$ cat src/sv/kwsc_pkg.sv
// ----------------------------------------------------------------------------
// kwsc_pkg
// Shared types and constants for the keyword substitution cipher core.
// ----------------------------------------------------------------------------
`default_nettype none

package kwsc_pkg;

    localparam int unsigned LETTERS = 26;

    // transaction op codes
    localparam logic [1:0] OP_CLEAR = 2'd0;
    localparam logic [1:0] OP_KEY   = 2'd1;
    localparam logic [1:0] OP_TEXT  = 2'd2;

    localparam logic [7:0] CHAR_UC_A   = 8'h41;
    localparam logic [7:0] CHAR_UC_Z   = 8'h5A;
    localparam logic [7:0] CHAR_LC_A   = 8'h61;
    localparam logic [7:0] CHAR_LC_Z   = 8'h7A;
    localparam logic [7:0] CASE_OFFSET = 8'h20;

    localparam logic [4:0] LAST_LETTER = 5'(LETTERS - 1);

    typedef logic [4:0] letter_t;

    // controller -> datapath
    typedef struct packed {
        logic clear_key;
        logic add_key;
        logic do_text;
        logic build_start;
        logic key_step;
        logic fill_step;
        logic build_done;
    } kwsc_cmd_t;

    // datapath -> controller
    typedef struct packed {
        logic stale;
        logic out_free;
        logic keys_done;
        logic scan_last;
    } kwsc_stat_t;

endpackage

`default_nettype wire

$ cat src/sv/keyword_substitution_cipher_core.sv
// ----------------------------------------------------------------------------
// keyword_substitution_cipher_core
// Keyword substitution cipher on a byte stream: keyword load and text mapping.
// ----------------------------------------------------------------------------
//  Channel   Signals                         Direction  Handshake
//  input     op, data_byte                   in         in_valid / in_stall
//  output    out_byte                        out        out_valid / out_stall
//  config    cfg_wr_data (decrypt_mode)      in         cfg_wr_en
//
//  Keyword and text transactions are taken at one per cycle outside a
//  rebuild. The first text byte after a keyword change waits while the
//  tables are rebuilt: key letters first, then unused letters from Z down.
//  Text results sit in an output register; outside a rebuild, in_stall rises
//  for a text byte only while that register is full and out_stall is high.
//  Reset leaves an empty keyword and marks the tables for rebuild.
// ----------------------------------------------------------------------------
`default_nettype none

module keyword_substitution_cipher_core (
    input  wire logic       clk,
    input  wire logic       rst_n,
    input  wire logic       cfg_wr_en,
    input  wire logic       cfg_wr_data,
    input  wire logic       in_valid,
    output logic            in_stall,
    input  wire logic [1:0] op,
    input  wire logic [7:0] data_byte,
    output logic            out_valid,
    input  wire logic       out_stall,
    output logic [7:0]      out_byte
);
    import kwsc_pkg::*;

    kwsc_cmd_t  cmd;
    kwsc_stat_t stat;

    kwsc_ctrl u_ctrl (
        .clk      (clk),
        .rst_n    (rst_n),
        .in_valid (in_valid),
        .in_stall (in_stall),
        .op       (op),
        .stat     (stat),
        .cmd      (cmd)
    );

    kwsc_datapath u_datapath (
        .clk         (clk),
        .rst_n       (rst_n),
        .cfg_wr_en   (cfg_wr_en),
        .cfg_wr_data (cfg_wr_data),
        .data_byte   (data_byte),
        .cmd         (cmd),
        .stat        (stat),
        .out_valid   (out_valid),
        .out_stall   (out_stall),
        .out_byte    (out_byte)
    );

endmodule

`default_nettype wire

$ cat src/sv/kwsc_ctrl.sv
// ----------------------------------------------------------------------------
// kwsc_ctrl
// Input handshake and table build sequencer.
// ----------------------------------------------------------------------------
`default_nettype none

module kwsc_ctrl (
    input  wire logic                  clk,
    input  wire logic                  rst_n,
    input  wire logic                  in_valid,
    output logic                       in_stall,
    input  wire logic [1:0]            op,
    input  wire kwsc_pkg::kwsc_stat_t  stat,
    output kwsc_pkg::kwsc_cmd_t        cmd
);
    import kwsc_pkg::*;

    localparam logic [1:0] ST_IDLE = 2'd0;
    localparam logic [1:0] ST_KEYS = 2'd1;
    localparam logic [1:0] ST_FILL = 2'd2;

    logic [1:0] state_reg;
    logic [1:0] state_next;

    always_comb
    begin
        cmd        = '0;
        state_next = state_reg;
        in_stall   = 1'b1;
        case (state_reg)
            ST_IDLE:
            begin
                case (op)
                    OP_CLEAR:
                    begin
                        in_stall      = 1'b0;
                        cmd.clear_key = in_valid;
                    end
                    OP_KEY:
                    begin
                        in_stall    = 1'b0;
                        cmd.add_key = in_valid;
                    end
                    OP_TEXT:
                    begin
                        if (stat.stale)
                        begin
                            // hold the text byte until the tables are rebuilt
                            if (in_valid)
                            begin
                                cmd.build_start = 1'b1;
                                state_next      = ST_KEYS;
                            end
                        end
                        else
                        begin
                            in_stall    = !stat.out_free;
                            cmd.do_text = in_valid && stat.out_free;
                        end
                    end
                    default:
                    begin
                        in_stall = 1'b0;
                    end
                endcase
            end
            ST_KEYS:
            begin
                if (stat.keys_done)
                begin
                    state_next = ST_FILL;
                end
                else
                begin
                    cmd.key_step = 1'b1;
                end
            end
            ST_FILL:
            begin
                cmd.fill_step = 1'b1;
                if (stat.scan_last)
                begin
                    cmd.build_done = 1'b1;
                    state_next     = ST_IDLE;
                end
            end
            default:
            begin
                state_next = ST_IDLE;
            end
        endcase
    end

    always_ff @(posedge clk or negedge rst_n)
    begin
        if (!rst_n)
        begin
            state_reg <= ST_IDLE;
        end
        else
        begin
            state_reg <= state_next;
        end
    end

endmodule

`default_nettype wire

$ cat src/sv/kwsc_datapath.sv
// ----------------------------------------------------------------------------
// kwsc_datapath
// Key list, cipher tables, build counters and output register.
// ----------------------------------------------------------------------------
`default_nettype none

module kwsc_datapath (
    input  wire logic                  clk,
    input  wire logic                  rst_n,
    input  wire logic                  cfg_wr_en,
    input  wire logic                  cfg_wr_data,
    input  wire logic [7:0]            data_byte,
    input  wire kwsc_pkg::kwsc_cmd_t   cmd,
    output kwsc_pkg::kwsc_stat_t       stat,
    output logic                       out_valid,
    input  wire logic                  out_stall,
    output logic [7:0]                 out_byte
);
    import kwsc_pkg::*;

    letter_t            key_letters_mem [LETTERS];
    letter_t            enc_mem         [LETTERS];
    letter_t            dec_mem         [LETTERS];

    logic               decrypt_mode_reg;
    logic [LETTERS-1:0] letter_seen_reg;
    logic [LETTERS-1:0] letter_seen_next;
    logic [4:0]         key_count_reg;
    logic [4:0]         key_count_next;
    logic               stale_reg;
    logic               stale_next;
    logic [4:0]         pos_reg;
    logic [4:0]         pos_next;
    letter_t            scan_reg;
    letter_t            scan_next;
    logic               out_valid_reg;
    logic               out_valid_next;
    logic [7:0]         out_byte_reg;
    letter_t            key_rd_reg;

    logic [7:0]         up_byte;
    logic               is_letter;
    letter_t            letter_idx;
    logic               key_new;
    logic               enc_we;
    letter_t            enc_wdata;

    always_comb
    begin
        if (data_byte inside {[CHAR_LC_A:CHAR_LC_Z]})
        begin
            up_byte = data_byte - CASE_OFFSET;
        end
        else
        begin
            up_byte = data_byte;
        end
    end

    assign is_letter  = up_byte inside {[CHAR_UC_A:CHAR_UC_Z]};
    assign letter_idx = is_letter ? 5'(up_byte - CHAR_UC_A) : '0;
    assign key_new    = is_letter && !letter_seen_reg[letter_idx];

    // build: key letters first, then unused letters scanned from Z down
    assign enc_we    = cmd.key_step || (cmd.fill_step && !letter_seen_reg[scan_reg]);
    assign enc_wdata = cmd.key_step ? key_rd_reg : scan_reg;

    always_comb
    begin
        letter_seen_next = letter_seen_reg;
        key_count_next   = key_count_reg;
        stale_next       = stale_reg;
        pos_next         = pos_reg;
        scan_next        = scan_reg;
        out_valid_next   = out_valid_reg;

        if (cmd.clear_key)
        begin
            letter_seen_next = '0;
            key_count_next   = '0;
            stale_next       = 1'b1;
        end
        if (cmd.add_key && key_new)
        begin
            letter_seen_next[letter_idx] = 1'b1;
            key_count_next               = key_count_reg + 5'd1;
            stale_next                   = 1'b1;
        end
        if (cmd.build_start)
        begin
            pos_next  = '0;
            scan_next = LAST_LETTER;
        end
        if (enc_we)
        begin
            pos_next = pos_reg + 5'd1;
        end
        if (cmd.fill_step && !cmd.build_done)
        begin
            scan_next = scan_reg - 5'd1;
        end
        if (cmd.build_done)
        begin
            stale_next = 1'b0;
        end

        if (cmd.do_text)
        begin
            out_valid_next = 1'b1;
        end
        else if (!out_stall)
        begin
            out_valid_next = 1'b0;
        end
    end

    always_ff @(posedge clk or negedge rst_n)
    begin
        if (!rst_n)
        begin
            decrypt_mode_reg <= 1'b0;
            letter_seen_reg  <= '0;
            key_count_reg    <= '0;
            stale_reg        <= 1'b1;
            pos_reg          <= '0;
            scan_reg         <= '0;
            out_valid_reg    <= 1'b0;
        end
        else
        begin
            if (cfg_wr_en)
            begin
                decrypt_mode_reg <= cfg_wr_data;
            end
            letter_seen_reg <= letter_seen_next;
            key_count_reg   <= key_count_next;
            stale_reg       <= stale_next;
            pos_reg         <= pos_next;
            scan_reg        <= scan_next;
            out_valid_reg   <= out_valid_next;
        end
    end

    always_ff @(posedge clk)
    begin
        if (cmd.do_text)
        begin
            if (!is_letter)
            begin
                out_byte_reg <= up_byte;
            end
            else if (decrypt_mode_reg)
            begin
                out_byte_reg <= CHAR_UC_A + {3'b000, dec_mem[letter_idx]};
            end
            else
            begin
                out_byte_reg <= CHAR_UC_A + {3'b000, enc_mem[letter_idx]};
            end
        end
        // key list read registered from pos_next, ready for the key step that uses it
        key_rd_reg <= key_letters_mem[pos_next];
        if (cmd.add_key && key_new)
        begin
            key_letters_mem[key_count_reg] <= letter_idx;
        end
        // inverse table written alongside, so no second pass is needed
        if (enc_we)
        begin
            enc_mem[pos_reg]   <= enc_wdata;
            dec_mem[enc_wdata] <= pos_reg;
        end
    end

    always_comb
    begin
        stat.stale     = stale_reg;
        stat.out_free  = !out_valid_reg || !out_stall;
        stat.keys_done = (pos_reg == key_count_reg);
        stat.scan_last = (scan_reg == '0);
    end

    assign out_valid = out_valid_reg;
    assign out_byte  = out_byte_reg;

endmodule

`default_nettype wire
$ cat config.mk
export PLATFORM = sky130hd
export DESIGN_NAME = keyword_substitution_cipher_core
export DESIGN_NICKNAME = d
export VERILOG_FILES = /design/src/sv/kwsc_pkg.sv /design/src/sv/keyword_substitution_cipher_core.sv /design/src/sv/kwsc_ctrl.sv /design/src/sv/kwsc_datapath.sv
export SDC_FILE = /design/constraint.sdc
export NUM_CORES = 1
export LEC_CHECK = 0
export BUFFER_PORTS_ARGS = -buffer_cell sky130_fd_sc_hd__buf_2
export CORE_MARGIN = 2
export CORE_UTILIZATION = 45
export CTS_CLUSTER_DIAMETER = 200
export CTS_CLUSTER_SIZE = 8
export DETAILED_ROUTE_END_ITERATION = 10
export GPL_TIMING_DRIVEN = 0
export PLACE_DENSITY = 0.67
export SLEW_MARGIN = 20
export SYNTH_ARGS = -nofsm -noshare
export SYNTH_HDL_FRONTEND = slang
export SYNTH_SLANG_ARGS = --single-unit
$ cat constraint.sdc
create_clock -name clk -period 9.7 [get_ports clk]
set_input_delay 0.485 -clock clk [delete_from_list [all_inputs] [get_ports clk]]
set_output_delay 0.485 -clock clk [all_outputs]
set_load 0.005 [all_outputs]
== After elaboration in Yosys (flattened, before gate mapping) ==
Memory sizes are Yosys's and may differ from the RTL's. A register that Yosys moved wholly into a read port is not among the register bits.
Cells that the tools add are included.
Widths: inputs -> output; s select.
Word-level totals
  memories kept: 3
  bits in writable memories: 390
  memory bits (read-only): 0
  flip-flop bits (word level): 54
  bits in latches: 0
  output and inout bits: 10
  input bits: 16
Operators by class
  mux-type cells: 48
  equal/unequal tests: 11
  reductions and logical operators: 23
  divide/modulo/power cells: 0
  $add $sub $neg: 7
  shift-type cells: 0
  $mul: 0
  bitwise logic cells: 1
  order comparisons: 7
Memories
  u_datapath.dec_mem: words 26, width 5, rd ports 1, clocked after memory_dff 0, wr ports 1, RTL line kwsc_datapath.sv:23  | letter_t dec_mem [LETTERS];
  u_datapath.enc_mem: words 26, width 5, rd ports 1, clocked after memory_dff 0, wr ports 1, RTL line kwsc_datapath.sv:22  | letter_t enc_mem [LETTERS];
  u_datapath.key_letters_mem: words 26, width 5, rd ports 1, clocked after memory_dff 1, wr ports 1, RTL line kwsc_datapath.sv:21  | letter_t key_letters_mem [LETTERS];
Operator list (number)
  $mux 26: 2
  $mux 5: 8
  $or 26x26->26: 1
  $mux 8: 3
  $mux 1: 23
  $add 7x5->8 const A: 2
  $ge 8x7->1 const B: 2
  $le 8x7->1 const B: 2
  $mux 2: 7
  $lt 5x6->1 const B: 2
  $add 5x1->5 const B: 2
  $bmux 1 s5: 2
  $sub 5x1->5 const B: 2
  $logic_and 1x1->1: 8
  $ne 2x2->1 const B: 4
  $sub 8x6->8 const B: 1
  $logic_not 1->1: 6
  $pmux 2 s3: 1
  $demux 1 s5: 1
  $eq 5x5->1: 1
  $ge 5x1->1 const B: 1
  $logic_not 5->1: 1
  $reduce_and 5->1: 1
  $eq 2x1->1 const B: 2
  other kinds (7): 12

== Longest topological paths before layout ==
  word-level depth: 13
  mapped depth: 22
  depth with buffers taken out: 16

== Cells and area by module ==
A second synthesis with hierarchy kept.
Unflattened totals
  cell total of the unflattened synthesis: 1482
  area total of the unflattened synthesis: 19671.4 um2
Modules (own cells, without submodules)
  kwsc_datapath: area an instance 19503.7 um2, cells an instance 1463, sequential area each 13153.9 um2, times used 1
  kwsc_ctrl: area an instance 167.7 um2, cells an instance 19, sequential area each 50.0 um2, times used 1

== Least setup slack after synthesis ==
OpenSTA, ideal clock, no wires.
  path type: input -> register
  from: input port data_byte[0]
  to: register u_datapath.out_byte_reg[4], in the netlist u_datapath.out_byte[4] (data pin)
  data arrival time: 4.561 ns
  path slack: 4.872 ns
  buffers on the path: 4
  stages on the path: 16
  cells stage by stage: clkbuf_1 -> inv_1 -> clkbuf_1 -> ha_1 -> buf_2 -> or3b_1 -> buf_2 -> o311ai_2 -> nor3_1 -> nand2_1 -> or3_1 -> o311ai_0 -> o32ai_2 -> nor3_1 -> xor2_1 -> o21ai_1
Between the ends
  word-level cells in the longest chain between the ends: 10
  elaborated cells between the ends (all ways): 16
  classes of those cells: add/sub: 4; order compare: 4; mux: 4; reduce/logical: 2; memory: 2
Ends and longest elaborated chain
  start: declaration: RTL line keyword_substitution_cipher_core.sv:27  | input wire logic [7:0] data_byte,
  $ge 8x7->1 or $le 8x7->1 (tied branches): RTL line kwsc_datapath.sv:50  | if (data_byte inside {[CHAR_LC_A:CHAR_LC_Z]})
  $logic_and 1x1->1: RTL line kwsc_datapath.sv:50
  $mux 8 (*): RTL line kwsc_datapath.sv:50
  $ge 8x7->1 or $le 8x7->1 (tied branches): RTL line kwsc_datapath.sv:60  | assign is_letter = up_byte inside {[CHAR_UC_A:CHAR_UC_Z]};
  $logic_and 1x1->1: RTL line kwsc_datapath.sv:60
  $mux 5 (*): RTL line kwsc_datapath.sv:61  | assign letter_idx = is_letter ? 5'(up_byte - CHAR_UC_A) : '0;
  named net u_datapath.letter_idx[3]: RTL line kwsc_datapath.sv:43  | letter_t letter_idx;
  $mem_v2 26x5, on equally long branches
  $add 7x5->8, on equally long branches: RTL line kwsc_datapath.sv:158, kwsc_datapath.sv:154
  $mux 8 (*): RTL line kwsc_datapath.sv:152  | else if (decrypt_mode_reg)
  $mux 8 (*): RTL line kwsc_datapath.sv:148  | if (!is_letter)
  end signal: assignment: RTL line kwsc_datapath.sv:150  | out_byte_reg <= up_byte;
  end signal: assignment: RTL line kwsc_datapath.sv:154  | out_byte_reg <= CHAR_UC_A + {3'b000, dec_mem[letter_idx]};
  end signal: assignment: RTL line kwsc_datapath.sv:158  | out_byte_reg <= CHAR_UC_A + {3'b000, enc_mem[letter_idx]};
  end: declaration: RTL line kwsc_datapath.sv:38  | logic [7:0] out_byte_reg;
Mark *: on every way through the listed nets, which the timed path passes. The rest lies on a longest branch.
A chain may end at the register's enable or synchronous reset.

== Final worst setup path ==
  from: input port data_byte[0]
  to: register u_datapath.out_byte_reg[4], in the netlist u_datapath.out_byte[4] (data pin)
Between the ends
  word-level cells in the longest chain between the ends: 10
  elaborated cells between the ends (all ways): 16
  classes of those cells: add/sub: 4; order compare: 4; mux: 4; reduce/logical: 2; memory: 2
Ends and longest elaborated chain (RTL line)
  $ge 8x7->1 or $le 8x7->1 (tied branches): kwsc_datapath.sv:50
  $logic_and 1x1->1: kwsc_datapath.sv:50
  $mux 8 (*): kwsc_datapath.sv:50
  $ge 8x7->1 or $le 8x7->1 (tied branches): kwsc_datapath.sv:60
  $logic_and 1x1->1: kwsc_datapath.sv:60
  $mux 5: kwsc_datapath.sv:61
  $mem_v2 26x5, on equally long branches
  $add 7x5->8, on equally long branches: kwsc_datapath.sv:158, kwsc_datapath.sv:154
  $mux 8: kwsc_datapath.sv:152
  $mux 8 (*): kwsc_datapath.sv:148
Mark *: on every way between the ends. The rest lies on a longest branch, timed or not.

==> flow_metrics.py <==
metrics = {
    "synthesis": {
        "yosysWarnings": 0,
        "ys_ff_latch": 449,
        "ys_top_cells_by_count": "edfxtp_1, nand2_1, nor2_1, mux2i_1, o21ai_0",
        "synthesis.nets": 1472,
        "synth_top_area_share_pct": 62.0,
        "post_synth.cell_area_avg_sq_um": 13.4,
        "synth_area_leader_cell": "edfxtp_1",
        "syn_area_sq_um": 19300,
        "ys_types": 88,
        "synth_ff_type": "edfxtp_1",
        "synth_most_common_cell": "edfxtp_1",
        "synthArstFlopShare_pct": 10.2,
        "yosysSeqAreaShare_pct": 68.5,
        "synth.area.top_cells": "edfxtp_1, dfrtp_1, nand2_1",
        "synth_edf_count": 398,
        "synthCells": 1442,
    },
    "place": {
        "pre_cts_ws_ns": 2.85,
        "gp_congestion": 0.951,
        "port_buffers": 24,
        "place.detailed.hpwl_microns": 36900,
    },
    "grt": {
        "grt_pass1_wl_microns": 82200,
        "grt_pass1_vias": 13000,
        "grt_max_degree": 47,
        "track_usage_pct": 25.3,
        "grt_antenna_before_repair": 0,
        "gr-total-overflow": 0,
    },
    "finish": {
        "layout-drive-gt1-share_pct": 12.6,
        "regArea_sq_um": 13200,
        "fillCellCount": 3524,
        "final_nets": 1569,
        "area_growth_pct": 14.5,
        "multiInputGateArea_sq_um": 5620,
        "antenna-diode-count": 0,
        "top_regs": "u_datapath.dec_mem (130), u_datapath.enc_mem (130), u_datapath.key_letters_mem (130)",
    },
    "setup_path": {
        "crit_arrival_ns": 7.02,
        "critPathLaunchType": "primary input",
        "worstPathRequired_ns": 10.02,
        "path_class": "in -> reg",
        "setup.worst_path.end_class": "flop",
        "cp_max_fo": 11,
    },
    "clock_network": {
        "clk_latency_ns": 0.60,
        "htreeDepth": 3,
        "cts_setup_buffers": 0,
        "cts.sinks": 449,
        "clk_pin_slew_ns": 0.05,
        "root_buffer": "clkbuf_16",
        "tritoncts": "built",
        "cts_buffers": 66,
        "cts_buffer_depth": 3,
    },
    "timing": {
        "finalMaxSlewViolations": 0,
        "fin_setup_tns_ns": 0,
        "min_period_ns": 6.70,
        "finalHoldViolations": 0,
        "finalCritPeriodShare_pct": 69.1,
        "setup_slack_ns": 3.00,
        "fmax_ghz": 0.149,
        "clock_skew_ns": 0.0152,
        "max_slew.worst_pin.slew_ns": 1.18,
        "relSlewSlack_pct": 20.2,
        "grt_setup_unrepaired": "no",
        "setup_violations": 0,
    },
    "run": {
        "maxCapViolCount": 0,
    },
    "floorplan": {
        "num_rows": 75,
        "die_area_sq_um": 44500,
        "die_y_microns": 211,
        "die_x_microns": 211,
        "io_pins": 26,
        "core_area_sq_um": 42100,
        "start_util_pct": 45.8,
    },
    "outcome": {
        "status": "finished clean",
    },
    "worst_hold_path": {
        "holdCritPathClass": "in -> reg",
    },
    "drt": {
        "drt_iter0_drc": 1684,
        "drcViolationCount": 0,
        "num_vias": 13300,
        "dr.pass1.iters": 5,
        "wl_per_cell_microns": 26.3,
        "routed_wl_microns": 55800,
        "viasPerCell": 6.26,
        "antenna_left": 0,
    },
    "power_and_ir_drop": {
        "power_density_nw_per_um2": 288,
        "leakage_uw": 0.00750,
        "peakVddDrop_mv": 0.156,
    },
}
==> final cells by class <==
| class | instances | area share (%) |
|---|---|---|
| Clock buffer | 100 | 8.06 |
| Timing Repair Buffer | 29 | 0.810 |
| Tap cell | 539 | 3.05 |
| Clock inverter | 8 | 0.555 |
| Sequential cell | 449 | 59.8 |
| Buffer | 79 | 1.73 |
| Multi-Input combinational cell | 884 | 25.4 |
| Inverter | 30 | 0.510 |
==> kinds of logic after synthesis <==
kind of cell / share of synthesized area (%)
muxes: 5.56
and+or+nand+nor: 12.0
adders and majority gates: 0.909
buffers and inverters: 2.56
AOI/OAI and AO/OA: 9.84
xor gates and xnor gates: 0.636
DFF: 68.5
==> metrics by stage <==
step                      area (sq um)  instances  utilization (%)  hold WS, ns  power (uW)
final                            22100       2118             52.4        0.119        6350
after global routing             22100       2118             52.4        0.120        6580
after CTS                        22100       2118             52.4       0.0930        6340
after detailed placement         20200       2009             47.8        0.494        4200
after global placement           20100       2005             47.6        0.476        4150
after floorplan                  19300       1442                -        0.189        3560
==> per-layer routing <==
metal  global-route usage, %  vias to the layer above  wire length (microns)
met3                    6.99                      137                   6210
li1                        -                     5714                      -
met1                    35.5                     6628                  23100
met5                       0                        -                      0
met2                    37.5                      773                  24700
met4                    10.3                        0                   1720
==> critical path, stage by stage <==
cell and delay [ns]:
buf_2 0.10, clkbuf_1 0.19, inv_1 0.37, clkbuf_1 0.71, ha_1 0.32, buf_2 0.41
buf_1 0.90, clkbuf_1 0.89, nor2_1 0.11, a221oi_1 0.28, o21ai_0 0.20, a2111oi_0 1.00
a31oi_1 0.20, inv_1 0.12, ha_1 0.15, inv_1 0.06, nor3_1 0.22, xor2_1 0.19
o21ai_1 0.09
==> layout by cell type, fill, tap and decap left out, types with 18 or more instances in the layout <==
| cell type | n |
|---|---|
| a21oi_1 | 26 |
| a22oi_1 | 18 |
| buf_2 | 37 |
| clkbuf_1 | 76 |
| clkbuf_16 | 66 |
| dfrtp_1 | 42 |
| edfxtp_1 | 398 |
| inv_1 | 28 |
| mux2_2 | 24 |
| mux2i_1 | 62 |
| nand2_1 | 187 |
| nand3_1 | 47 |
| nand4_1 | 26 |
| nor2_1 | 141 |
| o21ai_0 | 53 |
| o22ai_1 | 21 |
==> power by group <==
part	switching [uW]	internal (uW)	total [uW]
clock	867	1270	2140
sequential	141	2450	2590
combinational	1180	434	1610
total	2190	4160	6350
==> timing repair <==
| item | CTS | global route |
|---|---|---|
| endpoints found under the hold margin | 45 | 0 |
| resized for setup | 0 | 0 |
| hold buffers | 1 | 0 |
==> path summary, 6_finish.rpt <==
kind	to	slack, ns	start	depth (start not counted)
max in group asynchronous	u_datapath.pos_reg[3]	8.78	rst_n	2
min reg2reg	u_datapath.letter_seen_reg[15]	0.51	u_datapath.letter_seen_reg[15]	2
min in group asynchronous	u_datapath.key_count_reg[0]	0.45	rst_n	2
max reg2reg	u_datapath.dec_mem[0][2]	4.38	u_datapath.pos_reg[2]	8
min	u_datapath.out_valid	0.12	out_stall	2
max	u_datapath.out_byte[4]	3.00	data_byte[0]	19
No activity file was read; power rests on OpenSTA's default activity.
